<file path="src/sv/pdcd_pkg.sv">
// Package of the pose detection column decoder: widths, stream layout,
// shared structs and the truncate/saturate helper. No dependencies.
`timescale 1ns / 1ps
`default_nettype none

package pdcd_pkg;

    localparam int DEF_NUM_CLASSES   = 14;
    localparam int DEF_NUM_KEYPOINTS = 4;

    localparam int BOX_CH     = 4;      // centre x, centre y, width, height
    localparam int VAL_W      = 24;     // Q15.8 channel value
    localparam int COORD_W    = 16;
    localparam int CLS_OUT_W  = 4;
    localparam int KN_W       = 2;
    localparam int THR_W      = 9;
    localparam int PAD_W      = 20;
    localparam int RATIO_W    = 16;
    localparam int CFG_IDX_W  = 2;
    localparam int CFG_DATA_W = 20;
    localparam int DIFF_W     = 27;     // 2*(centre - pad) - size
    localparam int PROD_W     = DIFF_W + RATIO_W + 1;
    localparam int FRAC_SHIFT = 16;     // Q.8 value times Q8.8 ratio
    localparam int COORD_MAX  = 32767;
    localparam int COORD_MIN  = -32768;

    localparam int IN_TDATA_W  = VAL_W;
    localparam int OUT_TDATA_W = 96;

    // output tdata layout, lowest bit first
    localparam int CLS_LSB   = 0;
    localparam int SCORE_LSB = CLS_LSB + CLS_OUT_W;
    localparam int PX_LSB    = SCORE_LSB + VAL_W;
    localparam int PY_LSB    = PX_LSB + COORD_W;
    localparam int BW_LSB    = PY_LSB + COORD_W;
    localparam int BH_LSB    = BW_LSB + COORD_W;
    localparam int KN_LSB    = BH_LSB + COORD_W;
    localparam int USED_W    = KN_LSB + KN_W;

    // configuration register indexes
    localparam logic [CFG_IDX_W-1:0] CFG_THRESHOLD = 2'd0;
    localparam logic [CFG_IDX_W-1:0] CFG_PAD_X     = 2'd1;
    localparam logic [CFG_IDX_W-1:0] CFG_PAD_Y     = 2'd2;
    localparam logic [CFG_IDX_W-1:0] CFG_RATIO     = 2'd3;

    localparam logic [THR_W-1:0]   THRESHOLD_RST = 9'd128;
    localparam logic [RATIO_W-1:0] RATIO_RST     = 16'd256;

    typedef logic signed [VAL_W-1:0]   value_t;
    typedef logic signed [COORD_W-1:0] coord_t;
    typedef logic [CLS_OUT_W-1:0]      cls_out_t;
    typedef logic [KN_W-1:0]           kn_t;

    // column summary handed from the tracker on the final channel
    typedef struct packed {
        logic     keep;
        cls_out_t cls;
        value_t   score;
    } col_done_t;

    // per-result tags that travel alongside the arithmetic
    typedef struct packed {
        logic     is_box;
        kn_t      kn;
        logic     last;
        cls_out_t cls;
        value_t   score;
    } meta_t;

    typedef struct packed {
        meta_t  meta;
        value_t a_x;
        value_t a_y;
        value_t w;
        value_t h;
    } issue_t;

    typedef struct packed {
        meta_t  meta;
        coord_t px;
        coord_t py;
        coord_t bw;
        coord_t bh;
    } result_t;

    // Truncates a Q.16 (or Q.17 when half is set) product toward zero
    // and saturates to 16 bits signed.
    function automatic coord_t trunc_sat(input logic signed [PROD_W-1:0] p,
                                         input logic half);
        logic signed [PROD_W-1:0] q;
        logic                     frac;
        if (half)
        begin
            q    = p >>> (FRAC_SHIFT + 1);
            frac = |p[FRAC_SHIFT:0];
        end
        else
        begin
            q    = p >>> FRAC_SHIFT;
            frac = |p[FRAC_SHIFT-1:0];
        end
        if (p[PROD_W-1] && frac)
        begin
            q = q + PROD_W'(1);
        end
        if (q > COORD_MAX)
        begin
            return coord_t'(COORD_MAX);
        end
        else if (q < COORD_MIN)
        begin
            return coord_t'(COORD_MIN);
        end
        return coord_t'(q);
    endfunction

endpackage

`default_nettype wire

</file>
<file path="src/sv/pdcd_scaler.sv">
// Coordinate pipeline: padding removal, multiply by the inverse ratio,
// truncate and saturate, output register. Depends on pdcd_pkg.
`timescale 1ns / 1ps
`default_nettype none

module pdcd_scaler (
    input  wire logic                                 clk,
    input  wire logic                                 rst_n,
    input  wire logic                                 issue_valid,
    input  wire pdcd_pkg::issue_t                     issue,
    input  wire logic [pdcd_pkg::PAD_W-1:0]           pad_x,
    input  wire logic [pdcd_pkg::PAD_W-1:0]           pad_y,
    input  wire logic [pdcd_pkg::RATIO_W-1:0]         ratio,
    input  wire logic                                 out_ready,
    output logic                                      take,
    output logic                                      out_valid,
    output pdcd_pkg::result_t                         result
);

    localparam int DW = pdcd_pkg::DIFF_W;
    localparam int PW = pdcd_pkg::PROD_W;

    logic signed [DW-1:0] dx;
    logic signed [DW-1:0] dy;
    logic signed [DW-1:0] ax_next;
    logic signed [DW-1:0] ay_next;
    logic signed [pdcd_pkg::RATIO_W:0] ratio_s;

    logic                 s1_valid_reg;
    pdcd_pkg::meta_t      s1_meta_reg;
    logic signed [DW-1:0] s1_ax_reg;
    logic signed [DW-1:0] s1_ay_reg;
    pdcd_pkg::value_t     s1_w_reg;
    pdcd_pkg::value_t     s1_h_reg;

    logic                 s2_valid_reg;
    pdcd_pkg::meta_t      s2_meta_reg;
    logic signed [PW-1:0] s2_px_reg;
    logic signed [PW-1:0] s2_py_reg;
    logic signed [PW-1:0] s2_pw_reg;
    logic signed [PW-1:0] s2_ph_reg;

    logic                 out_valid_reg;
    pdcd_pkg::result_t    out_reg;

    // the whole pipeline moves together whenever the output can move
    assign take      = !out_valid_reg || out_ready;
    assign out_valid = out_valid_reg;
    assign result    = out_reg;
    assign ratio_s   = $signed({1'b0, ratio});

    always_comb
    begin
        dx = DW'($signed(issue.a_x)) - DW'($signed({1'b0, pad_x}));
        dy = DW'($signed(issue.a_y)) - DW'($signed({1'b0, pad_y}));
        if (issue.meta.is_box)
        begin
            // left/top edge kept exact at Q.9
            ax_next = (dx <<< 1) - DW'($signed(issue.w));
            ay_next = (dy <<< 1) - DW'($signed(issue.h));
        end
        else
        begin
            ax_next = dx;
            ay_next = dy;
        end
    end

    always_ff @(posedge clk or negedge rst_n)
    begin
        if (!rst_n)
        begin
            s1_valid_reg  <= 1'b0;
            s2_valid_reg  <= 1'b0;
            out_valid_reg <= 1'b0;
        end
        else if (take)
        begin
            s1_valid_reg  <= issue_valid;
            s2_valid_reg  <= s1_valid_reg;
            out_valid_reg <= s2_valid_reg;
        end
    end

    always_ff @(posedge clk)
    begin
        if (take)
        begin
            s1_meta_reg <= issue.meta;
            s1_ax_reg   <= ax_next;
            s1_ay_reg   <= ay_next;
            s1_w_reg    <= issue.meta.is_box ? issue.w : '0;
            s1_h_reg    <= issue.meta.is_box ? issue.h : '0;

            s2_meta_reg <= s1_meta_reg;
            s2_px_reg   <= PW'(s1_ax_reg) * PW'(ratio_s);
            s2_py_reg   <= PW'(s1_ay_reg) * PW'(ratio_s);
            s2_pw_reg   <= PW'(s1_w_reg) * PW'(ratio_s);
            s2_ph_reg   <= PW'(s1_h_reg) * PW'(ratio_s);

            out_reg.meta <= s2_meta_reg;
            out_reg.px   <= pdcd_pkg::trunc_sat(s2_px_reg, s2_meta_reg.is_box);
            out_reg.py   <= pdcd_pkg::trunc_sat(s2_py_reg, s2_meta_reg.is_box);
            out_reg.bw   <= pdcd_pkg::trunc_sat(s2_pw_reg, 1'b0);
            out_reg.bh   <= pdcd_pkg::trunc_sat(s2_ph_reg, 1'b0);
        end
    end

endmodule

`default_nettype wire

</file>
<file path="config.mk">
export PLATFORM = sky130hd
export DESIGN_NAME = pdcd_scaler
export DESIGN_NICKNAME = d
export VERILOG_FILES = /design/src/sv/pdcd_pkg.sv /design/src/sv/pdcd_scaler.sv
export SDC_FILE = /design/constraint.sdc
export NUM_CORES = 2
export LEC_CHECK = 0
export BUFFER_PORTS_ARGS = -buffer_cell sky130_fd_sc_hd__buf_2
export CORE_MARGIN = 2
export CORE_UTILIZATION = 35
export CTS_CLUSTER_SIZE = 28
export DETAILED_ROUTE_END_ITERATION = 12
export GPL_TIMING_DRIVEN = 0
export SLEW_MARGIN = 15
export SYNTH_ARGS = -nofsm -noshare
export SYNTH_HDL_FRONTEND = slang
export SYNTH_SLANG_ARGS = --single-unit
</file>
<file path="constraint.sdc">
create_clock -name clk -period 26.6 [get_ports clk]
set_input_delay 7.98 -clock clk [delete_from_list [all_inputs] [get_ports clk]]
set_output_delay 7.98 -clock clk [all_outputs]
set_load 0.01 [all_outputs]
</file>
# == Word-level counts from Yosys, hierarchy flattened ==
# Cells that the tools add are included.
# word_totals
output_inout_bits,98
elab_cells,108
inputBits,188
reg_bits,441
# op_classes
n_mux,46
n_lt_le_gt_ge,8
n_mul,4
addsub,8
n_reduce_logical,12
# op_table
operator,count
2-to-1 mux 44 bit,12
2-to-1 mux 16 bit,12
adder 44 x 2 -> 44 bit (second input constant),4
> comparator 44 x 16 -> 1 bit (second input constant),4
less-than comparator 44 x 16 -> 1 bit (second input constant),4
2-to-1 mux 27 bit,4
multiplier 27 x 17 -> 44 bit,2
multiplier 24 x 17 -> 41 bit,2
OR reduction 16 bit,4
subtractor 26 x 24 -> 27 bit,2
subtractor 24 x 21 -> 25 bit,2
OR reduction 17 bit,2
2-to-1 mux 1 bit,18
logical AND 1 bit,4
zero test 1 bit,1
logical OR 1 bit,1

# == Logic depth before layout (Yosys ltp) ==
# depth
depth_word,11
mapped_depth,27

# == Worst setup path before layout ==
# OpenSTA, ideal clock, no wires.
# synth_timing
path_kind,input -> output
from,input port out_ready
to,output port take
arrival_time_ps,18415
cell_stages,1
required_time_ps,18620
path_slack_ps,205
n_path_buf,0
cell_sequence,nand2b_1
# synth_between
elab_chain_len,1
# synth_lines
item,line,rtl
start: declaration,pdcd_scaler.sv:14,"input wire logic out_ready,"
logical OR 1 bit,pdcd_scaler.sv:47,assign take = !out_valid_reg || out_ready;
end: declaration,pdcd_scaler.sv:15,"output logic take,"
# No other way between the ends.

# == Final worst setup path ==
# Same ends and word-level chain as after synthesis.

==> qor.yml <==
job:
  cap_violations: 0
floorplan:
  initial_utilization_pct: 35.1
  die_area_um2: 237000
  chipHeight_um: 486
  core_region_area_um2: 232000
  top_level_ports: 286
  num_rows: 177
  die-width_um: 486
finish:
  final_cell_mix: "inv_1 (2051), fa_1 (1596), nand2_1 (1153), and2_1 (687), ha_1 (510)"
  number_of_flip_flops_under_the_largest_register_name: 96
  num-nets-final: 11240
  area_delta_synth_final_pct: 9.45
  drive_above_1_share_pct: 5.84
  mostFrequentLayoutCell: "inv_1"
global_routing:
  grt-busiest-layer: "met2"
  globalRouteMet2Util_pct: 38.7
  antenna_found_initial: 43
  number_of_global_route_vias_before_repair: 65051
  grtUsageMet1_pct: 29.4
  grt_max_degree: 61
  gr-usage-all-layers_pct: 24.5
  grtUsageMet3_pct: 4.76
  overflow: 0
  grt_pass1_wl_um: 426000
synth:
  synthCells: 8601
  synth_enable_flop_cells: 432
  ys.warnings.count: 0
  syn_avg_cell_area_um2: 9.47
  primary_ff_master_synth: "edfxtp_1"
  synth.ff_latch_count: 435
  synth-async-reset-ratio_pct: 0.690
  yosys-top-cells-area: "fa_1 (39%), edfxtp_1 (16%), inv_1 (9.5%)"
  syn-num-nets: 10895
  synthDominantCellAreaShare_pct: 39.2
  post-synth-top-area-cell: "fa_1"
  yosysSeqAreaShare_pct: 16.0
  synth.distinct_cells: 102
  synth.cell_area_um2: 81400
clock_network:
  cts.htree.levels: 2
  cts_made_buffers: 56
  clkSlewWorstSetupHoldPaths_ns: 0.06
  post_cts_resized: 0
  holdBufCountCts: 0
  post_cts.repair.setup_buffers: 0
  root_buffer: "clkbuf_16"
  tritoncts: "yes"
  clkLatencyLatePin_ns: 0.76
  clock_path_buffers: 3
  clock_sinks: 435
sta:
  hold_viol: 0
  relative_slew_slack_pct: 10.7
  setup_violations: 0
  fin_crit_sh_pct: 66.3
  maxClockFrequency_mhz: 56.7
  finalSetupTns_ns: 0
  finClkSkew_ns: 0.0808
  timing.final.max_slew_violations: 0
  tightestPinTransition_ns: 1.34
  min_period_ns: 17.64
  timing.hold.ws_ns: 0.417
  rsz0062_at_grt: "no"
route:
  detail_route.vias_per_cell: 5.09
  wire_per_inst_um: 23.7
  wl_um: 286000
  via_count: 61445
  ant_nets: 0
  drt-pass1-iter-count: 8
  drt_iter0_drc: 4718
  drt_drc_violations_left: 0
outcome:
  run_status: "finished clean"
worst_hold_path:
  holdCritPathClass: "reg -> reg"
  hold-path-cell-count: 0
worst_setup_path:
  worst_case_reg_to_reg_path_depth: 24
  setup_cp_type: "in -> out"
  critPathLaunchType: "primary input"
  cp_slowest_stage_delay_ns: 0.42
  cp_data_required_time_ns: 18.62
  worstPathCellList: "buf_2 -> nand2b_4 -> buf_12 -> buf_16 -> buf_16 -> buf_2"
  path_delay_family: "buffers and inverters"
  crit_slowest_cell: "nand2b_4"
  critPathBufInv: 5
  cp.depth: 6
  arrival_ns: 9.66
  worstPathMaxFanout: 60
  end_kind: "output pin"
placement:
  hpwlAfterDp_um: 236000
  io_buffers: 269
  gpl.final_weighted_congestion: 1.00
layout make-up:
| type | instances | area [um^2] |
|---|---|---|
| diodes | 41 | 103 |
| plain buffers | 344 | 1410 |
| clock buffers | 63 | 1430 |
| clock inverters | 42 | 519 |
| fillers | 23282 | 143000 |
| inverters | 2052 | 7700 |
| multi-input cells | 5770 | 59400 |
| flip-flops and latches | 435 | 13000 |
| well taps | 3043 | 3810 |
| repair buffers | 287 | 1740 |
path summary, 6_finish.rpt:
kind                            startpoint       endpoint  slack (ns)
hold / removal             s2_meta_reg[21]     result[85]        0.42
max in group asynchronous            rst_n      out_valid       19.44
min in group asynchronous            rst_n   s1_valid_reg        7.06
setup reg to reg               s1_w_reg[7]  s2_pw_reg[42]       18.34
setup / recovery                 out_ready           take        8.96
hold reg to reg            s2_meta_reg[21]     result[85]        0.42
worst register-to-register path, cell delays in order, from the launching register on:
cell and delay, ns:
edfxtp_1 0.53, clkbuf_1 0.61, nand2_1 0.20, fa_1 0.59, inv_1 0.06, fa_1 0.51
inv_1 0.06, fa_1 0.54, inv_1 0.06, fa_1 0.44, fa_1 0.54, inv_1 0.05
fa_1 0.48, inv_1 0.04, ha_1 0.35, a21o_1 0.21, a31o_2 0.22, a221oi_1 0.34
nor4b_1 0.59, o21ai_0 0.32, a41o_1 0.32, o41ai_1 0.49, o21bai_1 0.12, a21oi_1 0.20
xnor2_1 0.12
cell usage after synthesis (all sizes together) (32+ instances only):
library cell  count
inv            2051
fa             1596
nand2          1153
and2            687
ha              510
edfxtp          432
clkbuf          326
a21oi           226
xnor2           219
nor2            216
o21ai           162
a21o            128
xor2            118
nand3            75
nor3             57
o21a             52
and3             44
nand2b           44
nand4            42
mux2i            38
o21bai           37
mux2             36
nor2b            32
metal layers:
metal	vias up	part of all wire (%)
li1	26861	-
met1	31391	37
met2	2446	45
met3	725	7.9
met4	22	9.3
met5	-	0.050
metrics by stage:
stage	cell area [um^2]	util, %	std cells	worst slack (ns)
after floorplan	81400	-	8601	0.205
after global placement	86600	37.3	11913	-6.43
after detailed placement	87000	37.5	11930	8.90
after CTS	89000	38.4	12035	8.89
after global routing	89000	38.4	12052	8.82
final	89100	38.4	12077	8.96
logic make-up (layout without fill, tap and decap cells):
logic type	after synthesis	in the layout	share of synthesized area (%)
other	0	41	0
AO/OA/AOI/OAI	818	818	6.72
multiplexers	74	74	0.970
AND/OR/NAND/NOR	2435	2435	14.5
XOR/XNOR	337	337	3.63
buffers and inverters	2396	2788	11.1
adder cells (fa/ha/maj)	2106	2106	47.1
flip-flops	435	435	16.0
Power is not shown: default switching activity piles up to over one toggle a cycle in this logic, so the estimate is an artifact.
