===== src/sv/pdcd_pkg.sv =====
// Package of the pose detection column decoder: widths, stream layout,
// shared structs and the truncate/saturate helper. No dependencies.
`timescale 1ns / 1ps
`default_nettype none

package pdcd_pkg;

    localparam int DEF_NUM_CLASSES   = 14;
    localparam int DEF_NUM_KEYPOINTS = 4;

    localparam int BOX_CH     = 4;      // centre x, centre y, width, height
    localparam int VAL_W      = 24;     // Q15.8 channel value
    localparam int COORD_W    = 16;
    localparam int CLS_OUT_W  = 4;
    localparam int KN_W       = 2;
    localparam int THR_W      = 9;
    localparam int PAD_W      = 20;
    localparam int RATIO_W    = 16;
    localparam int CFG_IDX_W  = 2;
    localparam int CFG_DATA_W = 20;
    localparam int DIFF_W     = 27;     // 2*(centre - pad) - size
    localparam int PROD_W     = DIFF_W + RATIO_W + 1;
    localparam int FRAC_SHIFT = 16;     // Q.8 value times Q8.8 ratio
    localparam int COORD_MAX  = 32767;
    localparam int COORD_MIN  = -32768;

    localparam int IN_TDATA_W  = VAL_W;
    localparam int OUT_TDATA_W = 96;

    // output tdata layout, lowest bit first
    localparam int CLS_LSB   = 0;
    localparam int SCORE_LSB = CLS_LSB + CLS_OUT_W;
    localparam int PX_LSB    = SCORE_LSB + VAL_W;
    localparam int PY_LSB    = PX_LSB + COORD_W;
    localparam int BW_LSB    = PY_LSB + COORD_W;
    localparam int BH_LSB    = BW_LSB + COORD_W;
    localparam int KN_LSB    = BH_LSB + COORD_W;
    localparam int USED_W    = KN_LSB + KN_W;

    // configuration register indexes
    localparam logic [CFG_IDX_W-1:0] CFG_THRESHOLD = 2'd0;
    localparam logic [CFG_IDX_W-1:0] CFG_PAD_X     = 2'd1;
    localparam logic [CFG_IDX_W-1:0] CFG_PAD_Y     = 2'd2;
    localparam logic [CFG_IDX_W-1:0] CFG_RATIO     = 2'd3;

    localparam logic [THR_W-1:0]   THRESHOLD_RST = 9'd128;
    localparam logic [RATIO_W-1:0] RATIO_RST     = 16'd256;

    typedef logic signed [VAL_W-1:0]   value_t;
    typedef logic signed [COORD_W-1:0] coord_t;
    typedef logic [CLS_OUT_W-1:0]      cls_out_t;
    typedef logic [KN_W-1:0]           kn_t;

    // column summary handed from the tracker on the final channel
    typedef struct packed {
        logic     keep;
        cls_out_t cls;
        value_t   score;
    } col_done_t;

    // per-result tags that travel alongside the arithmetic
    typedef struct packed {
        logic     is_box;
        kn_t      kn;
        logic     last;
        cls_out_t cls;
        value_t   score;
    } meta_t;

    typedef struct packed {
        meta_t  meta;
        value_t a_x;
        value_t a_y;
        value_t w;
        value_t h;
    } issue_t;

    typedef struct packed {
        meta_t  meta;
        coord_t px;
        coord_t py;
        coord_t bw;
        coord_t bh;
    } result_t;

    // Truncates a Q.16 (or Q.17 when half is set) product toward zero
    // and saturates to 16 bits signed.
    function automatic coord_t trunc_sat(input logic signed [PROD_W-1:0] p,
                                         input logic half);
        logic signed [PROD_W-1:0] q;
        logic                     frac;
        if (half)
        begin
            q    = p >>> (FRAC_SHIFT + 1);
            frac = |p[FRAC_SHIFT:0];
        end
        else
        begin
            q    = p >>> FRAC_SHIFT;
            frac = |p[FRAC_SHIFT-1:0];
        end
        if (p[PROD_W-1] && frac)
        begin
            q = q + PROD_W'(1);
        end
        if (q > COORD_MAX)
        begin
            return coord_t'(COORD_MAX);
        end
        else if (q < COORD_MIN)
        begin
            return coord_t'(COORD_MIN);
        end
        return coord_t'(q);
    endfunction

endpackage

`default_nettype wire


===== src/sv/pdcd_emitter.sv =====
// Result sequencer: snapshots a kept column and issues the box and then
// each keypoint, one per advance. Depends on pdcd_pkg.
`timescale 1ns / 1ps
`default_nettype none

module pdcd_emitter #(
    parameter int NUM_KEYPOINTS = pdcd_pkg::DEF_NUM_KEYPOINTS
) (
    input  wire logic                clk,
    input  wire logic                rst_n,
    input  wire pdcd_pkg::col_done_t done,
    input  wire pdcd_pkg::value_t    col_geom [pdcd_pkg::BOX_CH + 2*NUM_KEYPOINTS],
    input  wire logic                take,
    output logic                     busy,
    output pdcd_pkg::issue_t         issue
);

    localparam int IDX_W = $clog2(NUM_KEYPOINTS + 1);

    logic                 busy_reg;
    logic [IDX_W-1:0]     idx_reg;
    pdcd_pkg::cls_out_t   cls_reg;
    pdcd_pkg::value_t     score_reg;
    pdcd_pkg::value_t     box_reg [pdcd_pkg::BOX_CH];
    pdcd_pkg::value_t     kpx_reg [NUM_KEYPOINTS];
    pdcd_pkg::value_t     kpy_reg [NUM_KEYPOINTS];
    logic                 is_box;
    logic                 is_last;

    assign busy    = busy_reg;
    assign is_box  = (idx_reg == '0);
    assign is_last = (idx_reg == IDX_W'(NUM_KEYPOINTS));

    always_comb
    begin
        issue.meta.is_box = is_box;
        issue.meta.kn     = is_box ? '0 : pdcd_pkg::kn_t'(idx_reg - IDX_W'(1));
        issue.meta.last   = is_last;
        issue.meta.cls    = cls_reg;
        issue.meta.score  = score_reg;
        issue.a_x         = is_box ? box_reg[0] : kpx_reg[0];
        issue.a_y         = is_box ? box_reg[1] : kpy_reg[0];
        issue.w           = box_reg[2];
        issue.h           = box_reg[3];
    end

    always_ff @(posedge clk or negedge rst_n)
    begin
        if (!rst_n)
        begin
            busy_reg <= 1'b0;
            idx_reg  <= '0;
        end
        else if (done.keep)
        begin
            busy_reg <= 1'b1;
            idx_reg  <= '0;
        end
        else if (busy_reg && take)
        begin
            if (is_last)
            begin
                busy_reg <= 1'b0;
            end
            idx_reg <= idx_reg + IDX_W'(1);
        end
    end

    // keypoint pairs shift towards entry 0 as they are issued
    always_ff @(posedge clk)
    begin
        if (done.keep)
        begin
            cls_reg   <= done.cls;
            score_reg <= done.score;
            for (int i = 0; i < pdcd_pkg::BOX_CH; i++)
            begin
                box_reg[i] <= col_geom[i];
            end
            for (int k = 0; k < NUM_KEYPOINTS; k++)
            begin
                kpx_reg[k] <= col_geom[pdcd_pkg::BOX_CH + 2*k];
                kpy_reg[k] <= col_geom[pdcd_pkg::BOX_CH + 2*k + 1];
            end
        end
        else if (busy_reg && take && !is_box)
        begin
            for (int k = 0; k < NUM_KEYPOINTS - 1; k++)
            begin
                kpx_reg[k] <= kpx_reg[k+1];
                kpy_reg[k] <= kpy_reg[k+1];
            end
        end
    end

endmodule

`default_nettype wire


===== config.mk =====
export PLATFORM = sky130hd
export DESIGN_NAME = pdcd_emitter
export DESIGN_NICKNAME = d
export VERILOG_FILES = /design/src/sv/pdcd_pkg.sv /design/src/sv/pdcd_emitter.sv
export SDC_FILE = /design/constraint.sdc
export NUM_CORES = 1
export LEC_CHECK = 0
export BUFFER_PORTS_ARGS = -buffer_cell sky130_fd_sc_hd__buf_4
export CORE_AREA = 2 2 175 177
export CTS_CLUSTER_SIZE = 40
export DETAILED_ROUTE_END_ITERATION = 16
export DIE_AREA = 0 0 177 179
export PLACE_DENSITY = 0.7
export SYNTH_ARGS = -nofsm -noshare
export SYNTH_HDL_FRONTEND = slang
export SYNTH_SLANG_ARGS = --single-unit

===== constraint.sdc =====
create_clock -name clk -period 10.24 [get_ports clk]
set_input_delay 1.024 -clock clk [delete_from_list [all_inputs] [get_ports clk]]
set_output_delay 1.024 -clock clk [all_outputs]
set_load 0.05 [all_outputs]

### Word level (Yosys, flattened, before mapping)

Memory sizes are Yosys's and may differ from the RTL's.
Index checks and enable logic that the tools add are counted.

| storage, ports and cells | value |
|---|---|
| bits in registers | 32 |
| RAM bits | 288 |
| input bits | 320 |
| output and inout bits | 129 |
| memories kept | 3 |

Memory list:

| name | depth | width | rd ports | clocked after memory_dff | write ports | RTL line | source |
|---|---|---|---|---|---|---|---|
| box_reg | 4 | 24 | 4 | 0 | 4 | pdcd_emitter.sv:24 | `pdcd_pkg::value_t box_reg [pdcd_pkg::BOX_CH];` |
| kpx_reg | 4 | 24 | 4 | 0 | 4 | pdcd_emitter.sv:25 | `pdcd_pkg::value_t kpx_reg [NUM_KEYPOINTS];` |
| kpy_reg | 4 | 24 | 4 | 0 | 4 | pdcd_emitter.sv:26 | `pdcd_pkg::value_t kpy_reg [NUM_KEYPOINTS];` |

| operators by class | value |
|---|---|
| $add $sub $neg | 2 |
| equal/unequal tests | 1 |
| mux-type cells | 19 |
| bitwise gates (word level) | 6 |
| reductions and logical operators | 7 |

Operators by type and width:

| kind | number |
|---|---|
| two-way mux 24 bit | 8 |
| two-way mux 1 bit | 8 |
| two-way mux 3 bit | 2 |
| bitwise OR 1 bit | 6 |
| nonzero test 2 bit | 2 |
| adder 3 x 1 -> 3 bit (second input constant) | 1 |
| equality test 3 bit (second input constant) | 1 |
| logical NOT 3 bit | 1 |
| logical AND 1 bit | 2 |
| two-way mux 2 bit | 1 |
| AND reduction 2 bit | 1 |
| subtractor 2 x 1 -> 2 bit (second input constant) | 1 |
| logical NOT 1 bit | 1 |

### Logic depth before layout (Yosys ltp)

| depth | value |
|---|---|
| word-level depth | 7 |
| depth in mapped cells | 8 |

### Least setup slack after synthesis

OpenSTA, ideal clock, no wires.

| timing | value |
|---|---|
| kind | input to register |
| start point | input take |
| end point | memory kpx_reg[0][0] (netlist bit) (enable) |
| arrival time | 7827 ps |
| required time | 9562 ps |
| path slack | 1735 ps |
| stages on the path | 2 |
| path buffers | 0 |
| cell sequence | nand2_1 > o21bai_1 |

RTL lines:

| item | RTL line | source |
|---|---|---|
| start: declaration | pdcd_emitter.sv:13 | `input wire logic take,` |
| end: declaration | pdcd_emitter.sv:25 |  |

==> metrics.txt <==
# TYPE chip_impl_metric gauge
chip_impl_metric{name="synth_sequential_area_ratio",unit="%"} 79.8
chip_impl_info{name="yosys-top-cells-count",value="sky130_fd_sc_hd__edfxtp_1, sky130_fd_sc_hd__mux2_2, sky130_fd_sc_hd__mux2_1"} 1
chip_impl_metric{name="final_layout_size_suffix_gt1_share",unit="%"} 61.2
chip_impl_metric{name="finalHoldWorstSlack",unit="ns"} 0.307
chip_impl_info{name="cp-endpoint",value="issue[62]"} 1
chip_impl_metric{name="internal_power",unit="W"} 0.00259
chip_impl_metric{name="drt-total-wl",unit="mm"} 27.5
chip_impl_metric{name="pin_count_of_the_biggest_net_entering_global_routing",unit=""} 81
chip_impl_metric{name="antenna_found_initial",unit=""} 1
chip_impl_metric{name="ff2ff_path_depth",unit=""} 7
chip_impl_info{name="crit_type",value="flip-flop to primary output"} 1
chip_impl_metric{name="setup_slack",unit="ns"} 6.37
chip_impl_metric{name="core",unit="mm²"} 0.0300
chip_impl_metric{name="clkLatencyLatePin",unit="ns"} 0.51
chip_impl_info{name="synth_top_cell_by_area",value="sky130_fd_sc_hd__edfxtp_1"} 1
chip_impl_metric{name="synth_edf_count",unit=""} 316
chip_impl_info{name="layer_with_the_highest_usage_after_global_routing",value="met2"} 1
chip_impl_metric{name="sequentialPowerShare",unit="%"} 46.6
chip_impl_metric{name="cp.required",unit="ns"} 9.22
chip_impl_info{name="cts-root-buf",value="sky130_fd_sc_hd__clkbuf_16"} 1
chip_impl_metric{name="synth_warnings",unit=""} 0
chip_impl_metric{name="cts-root-to-sink-buffers",unit=""} 3
chip_impl_info{name="reg2reg_to",value="kpy_reg[0][5]$_DFFE_PP_"} 1
chip_impl_metric{name="initialDrtViolationCount",unit=""} 325
chip_impl_metric{name="post_cts_resize_count",unit=""} 0
chip_impl_metric{name="drcViolationCount",unit=""} 0
chip_impl_metric{name="synthToLayoutAreaGrowth",unit="%"} 41.5
chip_impl_metric{name="mappedNetlistNets",unit=""} 878
chip_impl_metric{name="hpwlAfterDp",unit="mm"} 19.4
chip_impl_metric{name="number_of_global_route_vias_before_repair",unit=""} 7078
chip_impl_metric{name="maxClockFrequency",unit="GHz"} 0.259
chip_impl_metric{name="post_synth_instance_area",unit="mm²"} 0.0120
chip_impl_info{name="worstSetupStartpoint",value="idx_reg[0]$_DFFE_PN0P_"} 1
chip_impl_metric{name="vdd.ir_drop.worst",unit="µV"} 164
chip_impl_metric{name="critical_path_at",unit="ns"} 2.84
chip_impl_metric{name="grt_use_met1",unit="%"} 18.3
chip_impl_info{name="yosysMostFrequentCell",value="sky130_fd_sc_hd__edfxtp_1"} 1
chip_impl_metric{name="syn_avg_cell_area",unit="µm²"} 21.6
chip_impl_metric{name="powerDensity",unit="mW/mm²"} 203
chip_impl_metric{name="grt.met3_usage",unit="%"} 5.28
chip_impl_metric{name="switching_share",unit="%"} 25.0
chip_impl_metric{name="asyncSetResetFlopFracSynth",unit="%"} 1.25
chip_impl_metric{name="worst_clk_skew",unit="ns"} 0.0157
chip_impl_metric{name="slew_headroom",unit="%"} 29.4
chip_impl_info{name="post_synth_main_area_contributors",value="sky130_fd_sc_hd__edfxtp_1, sky130_fd_sc_hd__mux2_2, sky130_fd_sc_hd__mux2_1, sky130_fd_sc_hd__dfrtp_1, sky130_fd_sc_hd__buf_4"} 1
chip_impl_info{name="timing.critical_path.from_type",value="flip-flop"} 1
chip_impl_metric{name="detail_route.wl_per_cell",unit="µm"} 19.0
chip_impl_metric{name="cts_num_sinks",unit=""} 320
chip_impl_metric{name="grt_first_pass_wirelength",unit="mm"} 39.2
chip_impl_metric{name="yosys.cell_types.count",unit=""} 21
chip_impl_metric{name="cellLeakagePower",unit="nW"} 6.74
chip_impl_metric{name="grt.met2_usage",unit="%"} 28.9
chip_impl_info{name="critical_path.most_common_cell",value="sky130_fd_sc_hd__buf_4"} 1
chip_impl_metric{name="worstPathMaxFanout",unit=""} 45
chip_impl_metric{name="max_slew.worst_pin.slew",unit="ns"} 1.06
chip_impl_metric{name="postCtsSetupBuffers",unit=""} 0
chip_impl_info{name="timing.critical_path.cells",value="inv_1 -> ha_1 -> nor2b_4 -> buf_4 -> mux2_2 -> buf_4"} 1
chip_impl_metric{name="maxCapViolCount",unit=""} 0
chip_impl_metric{name="route.detailed.vias_per_inst",unit=""} 4.64
chip_impl_metric{name="tritoncts.num_buffers",unit=""} 36
chip_impl_metric{name="netlist_instances",unit=""} 556
chip_impl_info{name="rsz0062_at_grt",value="no"} 1
chip_impl_metric{name="hold_viol_final",unit=""} 0
chip_impl_metric{name="die-width",unit="µm"} 177
chip_impl_metric{name="detail-route-antenna-nets",unit=""} 0
chip_impl_metric{name="buffer_ports.inserted",unit=""} 448
chip_impl_metric{name="global_route.usage.total",unit="%"} 16.4
chip_impl_metric{name="grt_remaining_overflow",unit=""} 0
chip_impl_metric{name="routabilityCongestion",unit=""} 0.746
chip_impl_metric{name="netlist.area_leader.share",unit="%"} 78.9
chip_impl_metric{name="timing.final.setup_violations",unit=""} 0
chip_impl_metric{name="post-route-min-period",unit="ns"} 3.87
chip_impl_info{name="hold_class",value="input pin to async pin"} 1
chip_impl_metric{name="routed-via-count",unit=""} 6722
chip_impl_metric{name="clk_pin_slew",unit="ns"} 0.06
chip_impl_metric{name="p_sw",unit="W"} 0.000863
chip_impl_metric{name="die-height",unit="µm"} 179
chip_impl_metric{name="drt-pass1-iter-count",unit=""} 4
chip_impl_metric{name="detailedPlace.worstSlack",unit="ns"} 6.26
chip_impl_metric{name="critical-path-max-stage-delay",unit="ns"} 0.61
chip_impl_metric{name="fin_crit_sh",unit="%"} 37.8
chip_impl_metric{name="top_level_ports",unit=""} 449
chip_impl_metric{name="std_cell_rows",unit=""} 64
chip_impl_metric{name="die_area",unit="mm²"} 0.0317
chip_impl_metric{name="slew_viol_final",unit=""} 0
chip_impl_info{name="synth-main-ff-cell",value="sky130_fd_sc_hd__edfxtp_1"} 1
chip_impl_info{name="timing.critical_path.slowest_stage_cell",value="sky130_fd_sc_hd__buf_4"} 1
chip_impl_metric{name="finalPower",unit="W"} 0.00345
chip_impl_metric{name="reg2reg_slack",unit="ns"} 6.89
chip_impl_metric{name="ctsHoldBuffers",unit=""} 0
chip_impl_info{name="cts_tree",value="built"} 1
chip_impl_info{name="outcome",value="completed"} 1
chip_impl_metric{name="h-tree-depth",unit=""} 2
chip_impl_metric{name="final_nets",unit=""} 1348
chip_impl_info{name="end_kind",value="primary output"} 1
chip_impl_info{name="critical_path.reg2reg.startpoint",value="idx_reg[0]$_DFFE_PN0P_"} 1
chip_impl_metric{name="power.combinational.fraction",unit="%"} 16.2
chip_impl_metric{name="starting_density",unit="%"} 40.0
chip_impl_metric{name="ys_ff_latch",unit=""} 320
chip_impl_metric{name="share_of_power_burned_in_the_clock_network",unit="%"} 37.3
chip_impl_metric{name="setup_total_negative_slack",unit="ns"} 0
-- stage by stage --
stage          cells  util, %  area, µm²
6_report        1450     56.7      17000
5_1_grt         1450     56.7      17000
4_1_cts         1449     56.7      17000
3_5_place_dp    1384     52.7      15800
3_3_place_gp    1384     52.7      15800
2_1_floorplan    556        -      12000
-- how the worst min path moves through the flow --
stage / cells past startpoint / start / slack, ns / to
after detailed placement: 1 / kpy_reg[3][19]$_DFFE_PP_ / 0.52 / kpy_reg[2][19]$_DFFE_PP_
after global placement: 1 / kpy_reg[3][1]$_DFFE_PP_ / 0.51 / kpy_reg[2][1]$_DFFE_PP_
after floorplan: 1 / kpx_reg[1][0]$_DFFE_PP_ / 0.51 / kpx_reg[0][0]$_DFFE_PP_
after global routing: 1 / rst_n / 0.28 / busy$_DFFE_PN0P_
after CTS: 1 / rst_n / 0.28 / busy$_DFFE_PN0P_
final: 1 / rst_n / 0.31 / idx_reg[1]$_DFFE_PN0P_
-- routing by layer --
metal  routed length [µm]  up-vias
met1                 9950     3228
li1                     -     3144
met5                    0        -
met2                14300      294
met4                  795        0
met3                 2400       56
-- cell usage in the layout (no fill, tap or decap) --
cell type / Yosys / routed
sky130_fd_sc_hd__clkinv_1: 0 / 5
sky130_fd_sc_hd__inv_1: 2 / 2
sky130_fd_sc_hd__clkinv_4: 0 / 1
sky130_fd_sc_hd__diode_2: 0 / 1
sky130_fd_sc_hd__nor2_1: 3 / 3
sky130_fd_sc_hd__mux2_1: 60 / 60
sky130_fd_sc_hd__xnor2_1: 1 / 1
sky130_fd_sc_hd__xor2_1: 1 / 1
sky130_fd_sc_hd__nand2_1: 3 / 3
sky130_fd_sc_hd__clkinv_2: 0 / 8
sky130_fd_sc_hd__buf_4: 8 / 454
sky130_fd_sc_hd__o21bai_4: 0 / 1
sky130_fd_sc_hd__nor2b_4: 0 / 1
sky130_fd_sc_hd__ha_1: 2 / 2
sky130_fd_sc_hd__buf_6: 0 / 1
sky130_fd_sc_hd__a21o_1: 1 / 1
sky130_fd_sc_hd__mux2_2: 133 / 133
sky130_fd_sc_hd__edfxtp_1: 316 / 316
sky130_fd_sc_hd__nor3_4: 1 / 1
sky130_fd_sc_hd__clkbuf_1: 1 / 7
sky130_fd_sc_hd__inv_6: 0 / 2
sky130_fd_sc_hd__bufinv_16: 0 / 5
sky130_fd_sc_hd__clkbuf_16: 0 / 37
sky130_fd_sc_hd__and2_1: 1 / 1
sky130_fd_sc_hd__nand3_1: 2 / 2
sky130_fd_sc_hd__dfrtp_1: 4 / 4
sky130_fd_sc_hd__a21oi_1: 1 / 1
-- critical path: cells and delay by family (launching register included) --
kind	cells	cell delay (ns)
buf+inv	3	0.90
flops	1	0.40
simple gates	1	0.40
fa+ha+maj	1	0.19
mux	1	0.41
-- area by class of cell --
cell class	instances	area, µm²
flip-flops and latches	320	9590
repair buffers	455	3420
clock inverters	21	235
multi-input cells	211	2320
well taps	396	495
diodes	1	2.50
inverters	2	7.51
clock buffers	44	952
fillers	2325	13000
-- power groups by stage --
stage	Combinational (W)	Clock, W	Sequential (W)
4_1_cts	0.000566	0.00132	0.00161
3_5_place_dp	0.000564	0	0.00164
3_3_place_gp	0.000557	0	0.00163
6_report	0.000558	0.00129	0.00161
2_1_floorplan	0.000251	0	0.00172
5_1_grt	0.000586	0.00137	0.00162
-- cell families (layout without fill, tap and decap cells) --
group | count (synthesis) | count (layout) | synth area share [%]
multiplexers | 193 | 193 | 18.1
flip-flops | 320 | 320 | 79.8
adder cells (fa/ha/maj) | 2 | 2 | 0.208
other | 0 | 1 | 0
AND/OR/NAND/NOR | 11 | 11 | 0.510
AO/OA/AOI/OAI | 3 | 3 | 0.167
buffers and inverters | 25 | 522 | 1.13
XOR/XNOR | 2 | 2 | 0.146
Note: power is estimated with default switching activity, not from simulation.
