### config.mk
export PLATFORM = sky130hd
export DESIGN_NAME = pdcd_tracker
export DESIGN_NICKNAME = d
export VERILOG_FILES = /design/src/sv/pdcd_pkg.sv /design/src/sv/pdcd_tracker.sv
export SDC_FILE = /design/constraint.sdc
export NUM_CORES = 1
export LEC_CHECK = 0
export ABC_AREA = 1
export BUFFER_PORTS_ARGS = -buffer_cell sky130_fd_sc_hd__buf_4
export CAP_MARGIN = 0
export CORE_ASPECT_RATIO = 2
export CORE_UTILIZATION = 51
export DETAILED_ROUTE_END_ITERATION = 10
export PLACE_DENSITY_LB_ADDON = 0.12
export SLEW_MARGIN = 0
export SYNTH_ARGS = -nofsm -noshare
export SYNTH_HDL_FRONTEND = slang
export SYNTH_SLANG_ARGS = --single-unit
### constraint.sdc
create_clock -name clk -period 3.9 [get_ports clk]
set_input_delay 0.78 -clock clk [delete_from_list [all_inputs] [get_ports clk]]
set_output_delay 0.78 -clock clk [all_outputs]
set_load 0.02 [all_outputs]
### src/sv/pdcd_pkg.sv
// Package of the pose detection column decoder: widths, stream layout,
// shared structs and the truncate/saturate helper. No dependencies.
`timescale 1ns / 1ps
`default_nettype none

package pdcd_pkg;

    localparam int DEF_NUM_CLASSES   = 14;
    localparam int DEF_NUM_KEYPOINTS = 4;

    localparam int BOX_CH     = 4;      // centre x, centre y, width, height
    localparam int VAL_W      = 24;     // Q15.8 channel value
    localparam int COORD_W    = 16;
    localparam int CLS_OUT_W  = 4;
    localparam int KN_W       = 2;
    localparam int THR_W      = 9;
    localparam int PAD_W      = 20;
    localparam int RATIO_W    = 16;
    localparam int CFG_IDX_W  = 2;
    localparam int CFG_DATA_W = 20;
    localparam int DIFF_W     = 27;     // 2*(centre - pad) - size
    localparam int PROD_W     = DIFF_W + RATIO_W + 1;
    localparam int FRAC_SHIFT = 16;     // Q.8 value times Q8.8 ratio
    localparam int COORD_MAX  = 32767;
    localparam int COORD_MIN  = -32768;

    localparam int IN_TDATA_W  = VAL_W;
    localparam int OUT_TDATA_W = 96;

    // output tdata layout, lowest bit first
    localparam int CLS_LSB   = 0;
    localparam int SCORE_LSB = CLS_LSB + CLS_OUT_W;
    localparam int PX_LSB    = SCORE_LSB + VAL_W;
    localparam int PY_LSB    = PX_LSB + COORD_W;
    localparam int BW_LSB    = PY_LSB + COORD_W;
    localparam int BH_LSB    = BW_LSB + COORD_W;
    localparam int KN_LSB    = BH_LSB + COORD_W;
    localparam int USED_W    = KN_LSB + KN_W;

    // configuration register indexes
    localparam logic [CFG_IDX_W-1:0] CFG_THRESHOLD = 2'd0;
    localparam logic [CFG_IDX_W-1:0] CFG_PAD_X     = 2'd1;
    localparam logic [CFG_IDX_W-1:0] CFG_PAD_Y     = 2'd2;
    localparam logic [CFG_IDX_W-1:0] CFG_RATIO     = 2'd3;

    localparam logic [THR_W-1:0]   THRESHOLD_RST = 9'd128;
    localparam logic [RATIO_W-1:0] RATIO_RST     = 16'd256;

    typedef logic signed [VAL_W-1:0]   value_t;
    typedef logic signed [COORD_W-1:0] coord_t;
    typedef logic [CLS_OUT_W-1:0]      cls_out_t;
    typedef logic [KN_W-1:0]           kn_t;

    // column summary handed from the tracker on the final channel
    typedef struct packed {
        logic     keep;
        cls_out_t cls;
        value_t   score;
    } col_done_t;

    // per-result tags that travel alongside the arithmetic
    typedef struct packed {
        logic     is_box;
        kn_t      kn;
        logic     last;
        cls_out_t cls;
        value_t   score;
    } meta_t;

    typedef struct packed {
        meta_t  meta;
        value_t a_x;
        value_t a_y;
        value_t w;
        value_t h;
    } issue_t;

    typedef struct packed {
        meta_t  meta;
        coord_t px;
        coord_t py;
        coord_t bw;
        coord_t bh;
    } result_t;

    // Truncates a Q.16 (or Q.17 when half is set) product toward zero
    // and saturates to 16 bits signed.
    function automatic coord_t trunc_sat(input logic signed [PROD_W-1:0] p,
                                         input logic half);
        logic signed [PROD_W-1:0] q;
        logic                     frac;
        if (half)
        begin
            q    = p >>> (FRAC_SHIFT + 1);
            frac = |p[FRAC_SHIFT:0];
        end
        else
        begin
            q    = p >>> FRAC_SHIFT;
            frac = |p[FRAC_SHIFT-1:0];
        end
        if (p[PROD_W-1] && frac)
        begin
            q = q + PROD_W'(1);
        end
        if (q > COORD_MAX)
        begin
            return coord_t'(COORD_MAX);
        end
        else if (q < COORD_MIN)
        begin
            return coord_t'(COORD_MIN);
        end
        return coord_t'(q);
    endfunction

endpackage

`default_nettype wire

### src/sv/pdcd_tracker.sv
// Column tracker: channel counter, strict argmax over class scores and the
// geometry store. Depends on pdcd_pkg.
`timescale 1ns / 1ps
`default_nettype none

module pdcd_tracker #(
    parameter int NUM_CLASSES   = pdcd_pkg::DEF_NUM_CLASSES,
    parameter int NUM_KEYPOINTS = pdcd_pkg::DEF_NUM_KEYPOINTS
) (
    input  wire logic                            clk,
    input  wire logic                            rst_n,
    input  wire logic                            in_fire,
    input  wire pdcd_pkg::value_t                in_value,
    input  wire logic [pdcd_pkg::THR_W-1:0]      score_threshold,
    output logic                                 at_last,
    output pdcd_pkg::col_done_t                  done,
    output pdcd_pkg::value_t                     col_geom [pdcd_pkg::BOX_CH + 2*NUM_KEYPOINTS]
);

    localparam int GEOM_DEPTH = pdcd_pkg::BOX_CH + 2 * NUM_KEYPOINTS;
    localparam int COLUMN_LEN = pdcd_pkg::BOX_CH + NUM_CLASSES + 2 * NUM_KEYPOINTS;
    localparam int CNT_W      = $clog2(COLUMN_LEN);
    localparam int CLS_W      = (NUM_CLASSES > 1) ? $clog2(NUM_CLASSES) : 1;

    logic [CNT_W-1:0] cnt_reg;
    pdcd_pkg::value_t best_reg;
    pdcd_pkg::value_t best_next;
    logic [CLS_W-1:0] cls_reg;
    logic [CLS_W-1:0] cls_next;
    pdcd_pkg::value_t geom_reg [GEOM_DEPTH];
    logic             is_class;

    always_comb
    begin
        at_last  = (cnt_reg == CNT_W'(COLUMN_LEN - 1));
        is_class = (cnt_reg >= CNT_W'(pdcd_pkg::BOX_CH)) &&
                   (cnt_reg < CNT_W'(pdcd_pkg::BOX_CH + NUM_CLASSES));
        // every column starts the search from score 0, class 0
        if (cnt_reg == '0)
        begin
            best_next = '0;
            cls_next  = '0;
        end
        else
        begin
            best_next = best_reg;
            cls_next  = cls_reg;
        end
        if (is_class && (best_next < in_value))
        begin
            best_next = in_value;
            cls_next  = CLS_W'(cnt_reg - CNT_W'(pdcd_pkg::BOX_CH));
        end
    end

    always_comb
    begin
        done.keep  = in_fire && at_last &&
                     (best_reg >= $signed({1'b0, score_threshold}));
        done.cls   = pdcd_pkg::cls_out_t'(cls_reg);
        done.score = best_reg;
        for (int g = 0; g < GEOM_DEPTH - 1; g++)
        begin
            col_geom[g] = geom_reg[g];
        end
        // final channel is the last keypoint y, still on the input
        col_geom[GEOM_DEPTH-1] = in_value;
    end

    always_ff @(posedge clk or negedge rst_n)
    begin
        if (!rst_n)
        begin
            cnt_reg  <= '0;
            best_reg <= '0;
            cls_reg  <= '0;
        end
        else if (in_fire)
        begin
            cnt_reg  <= at_last ? '0 : cnt_reg + CNT_W'(1);
            best_reg <= best_next;
            cls_reg  <= cls_next;
        end
    end

    // box channels land in entries 0..3, keypoints after the class scores
    always_ff @(posedge clk)
    begin
        if (in_fire)
        begin
            for (int g = 0; g < GEOM_DEPTH; g++)
            begin
                if (cnt_reg == CNT_W'((g < pdcd_pkg::BOX_CH) ? g : g + NUM_CLASSES))
                begin
                    geom_reg[g] <= in_value;
                end
            end
        end
    end

endmodule

`default_nettype wire

# == Yosys cells after proc, flatten, opt, wreduce, memory -nomap -nowiden ==
# Memories as Yosys holds them, arrays and structs flattened.
# Index checks and enable logic that the tools add are counted.
# word_totals
regBits,33
latchBits,0
ramBits,288
romBits,0
out_inout_bits,318
wordCells,113
mem_count,1
# classes
addsub,2
multipliers,0
div,0
magnitude_cmp,4
n_eq_ne,11
shifts,0
n_mux,74
bitwise_logic,0
n_reduce_logical,18
# memory_table
memory,words,width,rd,rd_ports_with_merged_regs,write_ports,line_no,text
geom_reg,12,24,11,0,1,pdcd_tracker.sv:30,pdcd_pkg::value_t geom_reg [GEOM_DEPTH];
# ops
op,count
2-to-1 mux 24 bit,13
OR reduction 24 bit,11
2-to-1 mux 4 bit,13
2-to-1 mux 1 bit,47
"equality test 5 bit, second input constant",8
greater-or-equal comparator 24 x 10 -> 1 bit,1
less-than comparator 24 bit,1
"equality test 5 x 2 -> 1 bit, second input constant",2
"adder 5 x 1 -> 5 bit, second input constant",1
"equality test 5 x 1 -> 1 bit, second input constant",1
"greater-or-equal comparator 5 x 3 -> 1 bit, second input constant",1
logical NOT 5 bit,1
"less-than comparator 5 bit, second input constant",1
2-to-1 mux 5 bit,1
logical AND 1 bit,4
"subtractor 4 x 3 -> 4 bit, second input constant",1
AND reduction 2 bit,1
nonzero test 2 bit,1

# == Logic depth before layout (Yosys ltp) ==
# Gate-level depths: netlist of the first run.
# logic_depth
ltp_word,16
mapped_depth,20

# == Worst setup path after synthesis of the first run ==
# No wires, ideal clock.
# synth_path
path_kind,input-to-reg
from,in in_fire
to,"mem geom_reg[4][0] in the netlist's numbering, enable pin"
t_arrival_ps,3729
required_ps,3434
setup_slack_ps,-295
path_stages,4
n_path_buf,2
cell_sequence,clkbuf_1 inv_1 clkbuf_1 nor4_1
# synth_via
elab_chain_cells,14
# synth_lines
item,line_no,text
"start, declared",pdcd_tracker.sv:12,"input wire logic in_fire,"
2-to-1 mux 1 bit,pdcd_tracker.sv:89,if (in_fire)
2-to-1 mux 1 bit (not written as such),pdcd_tracker.sv:95,geom_reg[g] <= in_value;
OR reduction 24 bit (no line),n/a,
2-to-1 mux 4 bit (no line) / 2-to-1 mux 1 bit (equally long branches) (11 in series),n/a,
"end, declared",pdcd_tracker.sv:30,
# Several ways; a longest one is shown, not always the timed one.

# == Worst setup path after layout of the first run ==
# layout_path
from,reg cnt_reg[1]
to,reg best_reg[3]
# layout_via
elab_chain_cells,5
# layout_lines
item,line_no,text
"start, declared",pdcd_tracker.sv:25,logic [CNT_W-1:0] cnt_reg;
"start signal, assigned",pdcd_tracker.sv:80,cnt_reg <= at_last ? '0 : cnt_reg + CNT_W'(1);
logical NOT 5 bit,pdcd_tracker.sv:39,if (cnt_reg == '0)
2-to-1 mux 24 bit,pdcd_tracker.sv:39,
less-than comparator 24 bit,pdcd_tracker.sv:49,if (is_class && (best_next < in_value))
logical AND 1 bit,pdcd_tracker.sv:49,
2-to-1 mux 24 bit *,pdcd_tracker.sv:49,
"end signal, assigned",pdcd_tracker.sv:81,best_reg <= best_next;
"end, declared",pdcd_tracker.sv:26,pdcd_pkg::value_t best_reg;
# Mark *: on every way between the ends. The rest lies on a longest branch, timed or not.
# A chain may end at the register's enable or synchronous reset.

==> metrics, run 1 <==
share of cells above drive strength 1 0.3804; Max H-tree Level 1; ant diodes 0; Mapped Avg Cell Area 15.10 um2; First DRT Iteration DRCs 367; Post-DP Area roughly 0.014 mm2; hold crit path type in -> async; Setup Crit Path Kind reg -> reg; number of synthesis warnings 0; final hold vios 0; slew margin rel. 0.3047; Post-Route Skew 0.009924 ns; largest net degree at the start of global routing 38; CP max stage cell dfrtp_1; predominant post-synthesis flop cell edfxtp_1; vias in the first global route 7,042; max reg flops 264; drt wl/cell 22.44 um; Critical Path AT 3.97 ns; Starting Density 0.5171; synthesized area 0.01111 mm2; setup TNS 0 ns; I/O pin count about 350; vias per cell approximately 5.2; fin area 0.01485 mm2; Setup Buffers After CTS 0; Final min period 3.500 ns; status completed; CTS tree done; Power Density 608.3 mW/mm2; GRT Total Usage 0.2754; Post-synth EDFFs 264; most frequent cells in the layout buf_4, edfxtp_1, nand2_1, inv_1, ha_1; Worst path top cell family by delay simple AND/OR/NAND/NOR gates; DR vias 7,166; final setup margin 0.3996 ns; CP Cell Sequence inv_1, ha_1, nand3_4, inv_1, nor2_1, ha_1, nand2_1, inv_1, nand3_1, inv_1, nand2_1, o211ai_1, a21oi_1, nand2_1, nand2_4, nand3_4, nand2_1, nand3_1, nand2_1; remaining antenna violation count after routing 0; core box area 0.02149 mm2; Peak Freq 285.7 MHz; Nets 1,163; VDD IR max 471.5 uV; Post-synth ARST share 0.1111; cts hold-fix bufs 0; Synthesized Nets 812; Rows 76; clk slew on worst S/H paths roughly 0.070 ns; area delta synth->final 33.64%; post-synthesis sequential area ratio 0.7877; Max-cap violations 0; clock latency on the worst-skew pair 0.53 ns; port bufs 353; post-synth cell types 27; actual slew at the worst max-slew pin 1.040 ns; CP Data Required Time 4.37 ns; endpoint type of the worst setup path flop; most used cell, CP nand2_1; Synth Register Bits 297; height of the chip 210.8 um; Slew Limit Fails 0; first-pass GRT wire length 44,240 um; CP Launch Type flop; fin crit share 0.8975; clock buffer depth 3; Die X 106.4 um; CP Max Fanout 24; initial antenna violation count 0; final hold slack 0.2072 ns; GR Overflow Total 0; Tot Pwr 9.034 mW; RePlAce Congestion ~0.92; hpwl dp 21,810 um; most common cell after layout, fill and taps aside buf_4; DRT Wirelength about 31,000 um; Residual DRC 0; WP buf/inv 4; CTS Buf Count 24; RSZ-0062 raised after global routing no; die area 0.02242 mm2; setup slack after placement 0.4428 ns; leakage power 6.360 nW; Worst path max stage delay 0.46 ns; CTS resizes 0; 1st-pass router iterations 5; CTS root buf clkbuf_16; Cells after Synth 736; Setup-failing EPs final 0; # clock sinks 297
synth_stat cells (2+ instances only):
| library cell | count | area share |
|---|---|---|
| nand4_1 | 30 | 0.017 |
| nor4_1 | 4 | 0.0023 |
| nand3_4 | 2 | 0.0032 |
| buf_4 | 24 | 0.016 |
| inv_1 | 84 | 0.028 |
| buf_6 | 2 | 0.0020 |
| nand2_2 | 2 | 0.0011 |
| buf_2 | 6 | 0.0027 |
| ha_1 | 40 | 0.045 |
| o211ai_1 | 5 | 0.0034 |
| edfxtp_1 | 264 | 0.71 |
| nand3_1 | 38 | 0.017 |
| clkbuf_1 | 7 | 0.0024 |
| nor3_1 | 7 | 0.0032 |
| dfrtp_1 | 33 | 0.074 |
| nor2_1 | 30 | 0.010 |
| nand2_1 | 128 | 0.043 |
| a21oi_1 | 17 | 0.0077 |
| o21ai_0 | 5 | 0.0023 |
worst register-to-register path: cells and delay by family (launching register included):
kind	cells	cell delay (ns)
simple gates	11	1.47
fa+ha+maj	2	0.64
buf+inv	4	0.53
flops	1	0.46
compound gates	2	0.34
cells by family after synthesis:
logic type / Yosys count / share of synthesized area
flip-flops: 297 / 0.7877
adder cells (fa/ha/maj): 40 / 0.04504
AO/OA/AOI/OAI: 31 / 0.01588
AND/OR/NAND/NOR: 243 / 0.09897
buffers and inverters: 125 / 0.05236
final cells by class:
class	count	area, um2
timing repair buffer	365	2753
multi-input combinational	314	1866
clock buffer	27	633.1
tap	273	341.6
fill	1563	6640
clock inverter	16	185.2
inverter	85	319.1
sequential	297	8753
path summary, 6_finish.rpt:
check                      depth (start not counted)      endpoint  slack (ns)  startpoint
max                                               19   best_reg[3]        0.40  cnt_reg[1]
min                                                1  best_reg[15]        0.21       rst_n
max reg2reg                                       19   best_reg[3]        0.40  cnt_reg[1]
min reg2reg                                        2    cls_reg[0]        0.53  cls_reg[0]
max in group asynchronous                          1   best_reg[1]        3.34       rst_n
min in group clk                                   2    cls_reg[0]        0.53  cls_reg[0]
where the power goes:
| part | switching [mW] | leakage [nW] | total [mW] | internal [mW] |
|---|---|---|---|---|
| clock network | 1.08 | 0.403 | 2.52 | 1.44 |
| registers | 0.249 | 2.79 | 4.03 | 3.78 |
| logic | 1.63 | 3.17 | 2.49 | 0.862 |
per-stage QoR:
stage | utilization | instances
6_report | 0.6910 | 1377
3_5_place_dp | 0.6529 | 1334
3_3_place_gp | 0.6529 | 1334
4_1_cts | 0.6910 | 1377
2_1_floorplan | - | 736
5_1_grt | 0.6910 | 1377
routing by layer:
metal | share of wire | global-route usage | vias to the layer above
met2 | 0.54 | 0.5074 | 374
met3 | 0.072 | 0.04258 | 70
met4 | 0.044 | 0.1255 | 0
met5 | 0 | 0 | -
li1 | - | - | 3284
met1 | 0.35 | 0.3079 | 3438
(Power assumes the default switching activity.)
==> run 2: changes to the inputs <==
- GPL_TIMING_DRIVEN: default -> 0
==> run 2 against run 1 <==
Effect of this change:
- utilization rose by 1.4 points
- largest power group unchanged
- register-to-register slack barely moved
- non-clock buffer count is 39 higher
- sequential share of layout area down 1.1 points
- global-route usage up 0.80 points
- clock power shrank 6%
- final area is 2.0% higher
- critical endpoint is now best_reg[15]
- count of clock-buffer cells in the layout increased by 1
- routed wire length up 2.8%
- power fell by 0.53%
- worst setup slack got worse by 0.0085 ns
==> metrics, run 2 (synthesis gave the netlist of run 1 again) <==
fillcell total 1,517 (-2.9%); clk slew on worst S/H paths 0.07 ns (about the same); CTS tree done; most frequent cells in the layout buf_4, edfxtp_1, nand2_1, inv_1, ha_1; CP Max Fanout 10 (-58%); fin crit share 0.8997 (+0.002186); # clock sinks 297 (unchanged); First DRT Iteration DRCs 423 (+15%); Worst path max stage delay 0.49 ns (+0.03 ns); drt wl/cell 22.46 um (about the same); clock buffer depth 3 (unchanged); endpoint type of the worst setup path flop; actual slew at the worst max-slew pin 0.9297 ns (-0.1108 ns); largest net degree at the start of global routing 34 (-11%); Rows 76 (unchanged); final setup margin 0.3911 ns (-0.008525 ns); max reg flops 264 (unchanged); height of the chip 210.8 um (unchanged); CP Cell Sequence inv_1, ha_1, nand3_4, clkinvlp_4, nor2_1, ha_1, nand2_1, inv_1, nand3_1, inv_1, nand2_1, o211ai_1, a21oi_2, nand3_2, nand3_4, buf_6, nand2_1, nand3_1, nand2_1; CTS root buf clkbuf_16; Power Density 593.3 mW/mm2 (-2.5%); Power Internal 6.008 mW (-1.2%); reg-to-reg startpoint cnt_reg[0]; I/O pin count 354 (unchanged); cts hold-fix bufs 0 (unchanged); core box area 0.02149 mm2 (unchanged); ant diodes 0 (unchanged); R2R cell count 19 (unchanged); Final min period 3.509 ns (+0.008525 ns); crit path to best_reg[15]; vias per cell 5.226 (+0.42%); DRT Wirelength 31,780 um (+2.8%); Setup-failing EPs final 0 (unchanged); Sw Share 0.3314 (+0.004284); CTS Buf Count 24 (unchanged); Max H-tree Level 1 (unchanged); final hold vios 0 (unchanged); logic gate share of total power 0.288 (+0.012); port bufs 352 (-0.28%); switching power 2.978 mW (+0.77%); 1st-pass router iterations 5 (unchanged); Slew Limit Fails 0 (unchanged); hpwl dp 23,220 um (+6.5%); Starting Density 0.5171 (unchanged); Post-Place Cells 1,373 (+2.9%); Critical Path AT 3.92 ns (-0.05 ns); initial antenna violation count 0 (unchanged); leakage power 6.500 nW (+2.2%); setup slack after placement 0.2451 ns (-0.1977 ns); slew margin rel. 0.3788 (+0.07406); CP Launch Point cnt_reg[0]; clock latency on the worst-skew pair 0.53 ns (about the same); final hold slack 0.2109 ns (+0.003779 ns); hold crit path type in -> async; Tot Pwr 8.986 mW (-0.53%); Post-Route Skew 0.02198 ns (+0.01206 ns); Setup Crit Path Kind reg -> reg; Post-Layout Cell Count 1,415 (+2.8%); GRT Total Usage 0.2834 (+0.007999); die area 0.02242 mm2 (unchanged); CP max stage cell dfrtp_1; GR Overflow Total 0 (unchanged); Peak Freq 285.0 MHz (-0.24%); r2r setup slk 0.39 ns (about the same); most common cell after layout, fill and taps aside buf_4; DR vias 7,395 (+3.2%); share of cells above drive strength 1 0.3940 (+0.01361); first-pass GRT wire length 45,800 um (+3.5%); status completed; Flop pwr share 0.448 (+0.002); vias in the first global route 7,208 (+2.4%); RePlAce Congestion 0.9100 (-0.94%); most used cell, CP nand2_1; Clock Power Share 0.264 (-0.015); CP Depth 19 (unchanged); area delta synth->final 36.30%; Nets 1,202 (+3.4%); RSZ-0062 raised after global routing no; CP Data Required Time 4.31 ns (-0.06 ns); remaining antenna violation count after routing 0 (unchanged); R2R Path End best_reg[15]; Die X 106.4 um (unchanged); WP buf/inv 5 (+1); Worst path top cell family by delay simple AND/OR/NAND/NOR gates; Max-cap violations 0 (unchanged); CP Launch Type flop; Residual DRC 0 (unchanged); VDD IR max 399.2 uV (-15%)
==> run 2: cell count changes in the layout (fill, tap and decap cells not counted), moves of 2 or more <==
cell | before | now
buf_2 | 0 | 6
bufinv_16 | 4 | 2
buf_4 | 364 | 377
buf_6 | 0 | 6
clkbuf_1 | 2 | 9
buf_12 | 1 | 5
==> run 2: final cells by class <==
| cell class | count | area, um2 | share of cell area |
|---|---|---|---|
| Sequential cell | 297 | 8753 | 0.5779 |
| Timing Repair Buffer | 364 | 2838 | 0.1874 |
| Multi-Input combinational cell | 314 | 1866 | 0.1232 |
| Clock buffer | 28 | 636.9 | 0.04205 |
| Tap cell | 273 | 341.6 | 0.02255 |
| Inverter | 85 | 322.8 | 0.02131 |
| Buffer | 40 | 264.0 | 0.01743 |
| Clock inverter | 14 | 123.9 | 0.008178 |
==> run 2: worst min path at each step <==
stage | end | startpoint | slack [ns]
after global placement | cls_reg[3] | cls_reg[3] | 0.50
after CTS | best_reg[21] | rst_n | 0.21
after global routing | best_reg[6] | rst_n | 0.24
after detailed placement | cls_reg[0] | cls_reg[0] | 0.50
after floorplan | best_reg[0] | rst_n | 0.48
final | best_reg[6] | rst_n | 0.21
==> run 2: repair_timing <==
action | CTS | global route
setup buffers | 0 | 0
endpoints found under the setup margin | 0 | 25
gates resized for setup | 0 | 4
==> run 2: per-layer routing <==
layer | vias up | track usage | part of all wire
met5 | - | 0 | 0
met1 | 3619 | 0.3104 | 0.34
met3 | 69 | 0.04104 | 0.062
met2 | 353 | 0.5354 | 0.56
met4 | 0 | 0.1197 | 0.036
li1 | 3354 | - | -
==> run 2: power by group through the flow <==
stage	logic [mW]	registers, mW	clock network, mW
2_1_floorplan	1.29	4.33	0
3_3_place_gp	2.46	4.09	0
3_5_place_dp	2.58	4.08	0
4_1_cts	2.59	4.02	2.40
5_1_grt	2.85	4.05	2.50
6_report	2.59	4.02	2.37
==> run 2: metrics by stage <==
stage	setup TNS, ns	instance area [um2]	util
4_1_cts	0	15140	0.7044
5_1_grt	0	15150	0.7048
3_3_place_gp	-154.28	14100	0.6562
3_5_place_dp	0	14380	0.6690
6_report	0	15150	0.7048
2_1_floorplan	0	11120	-
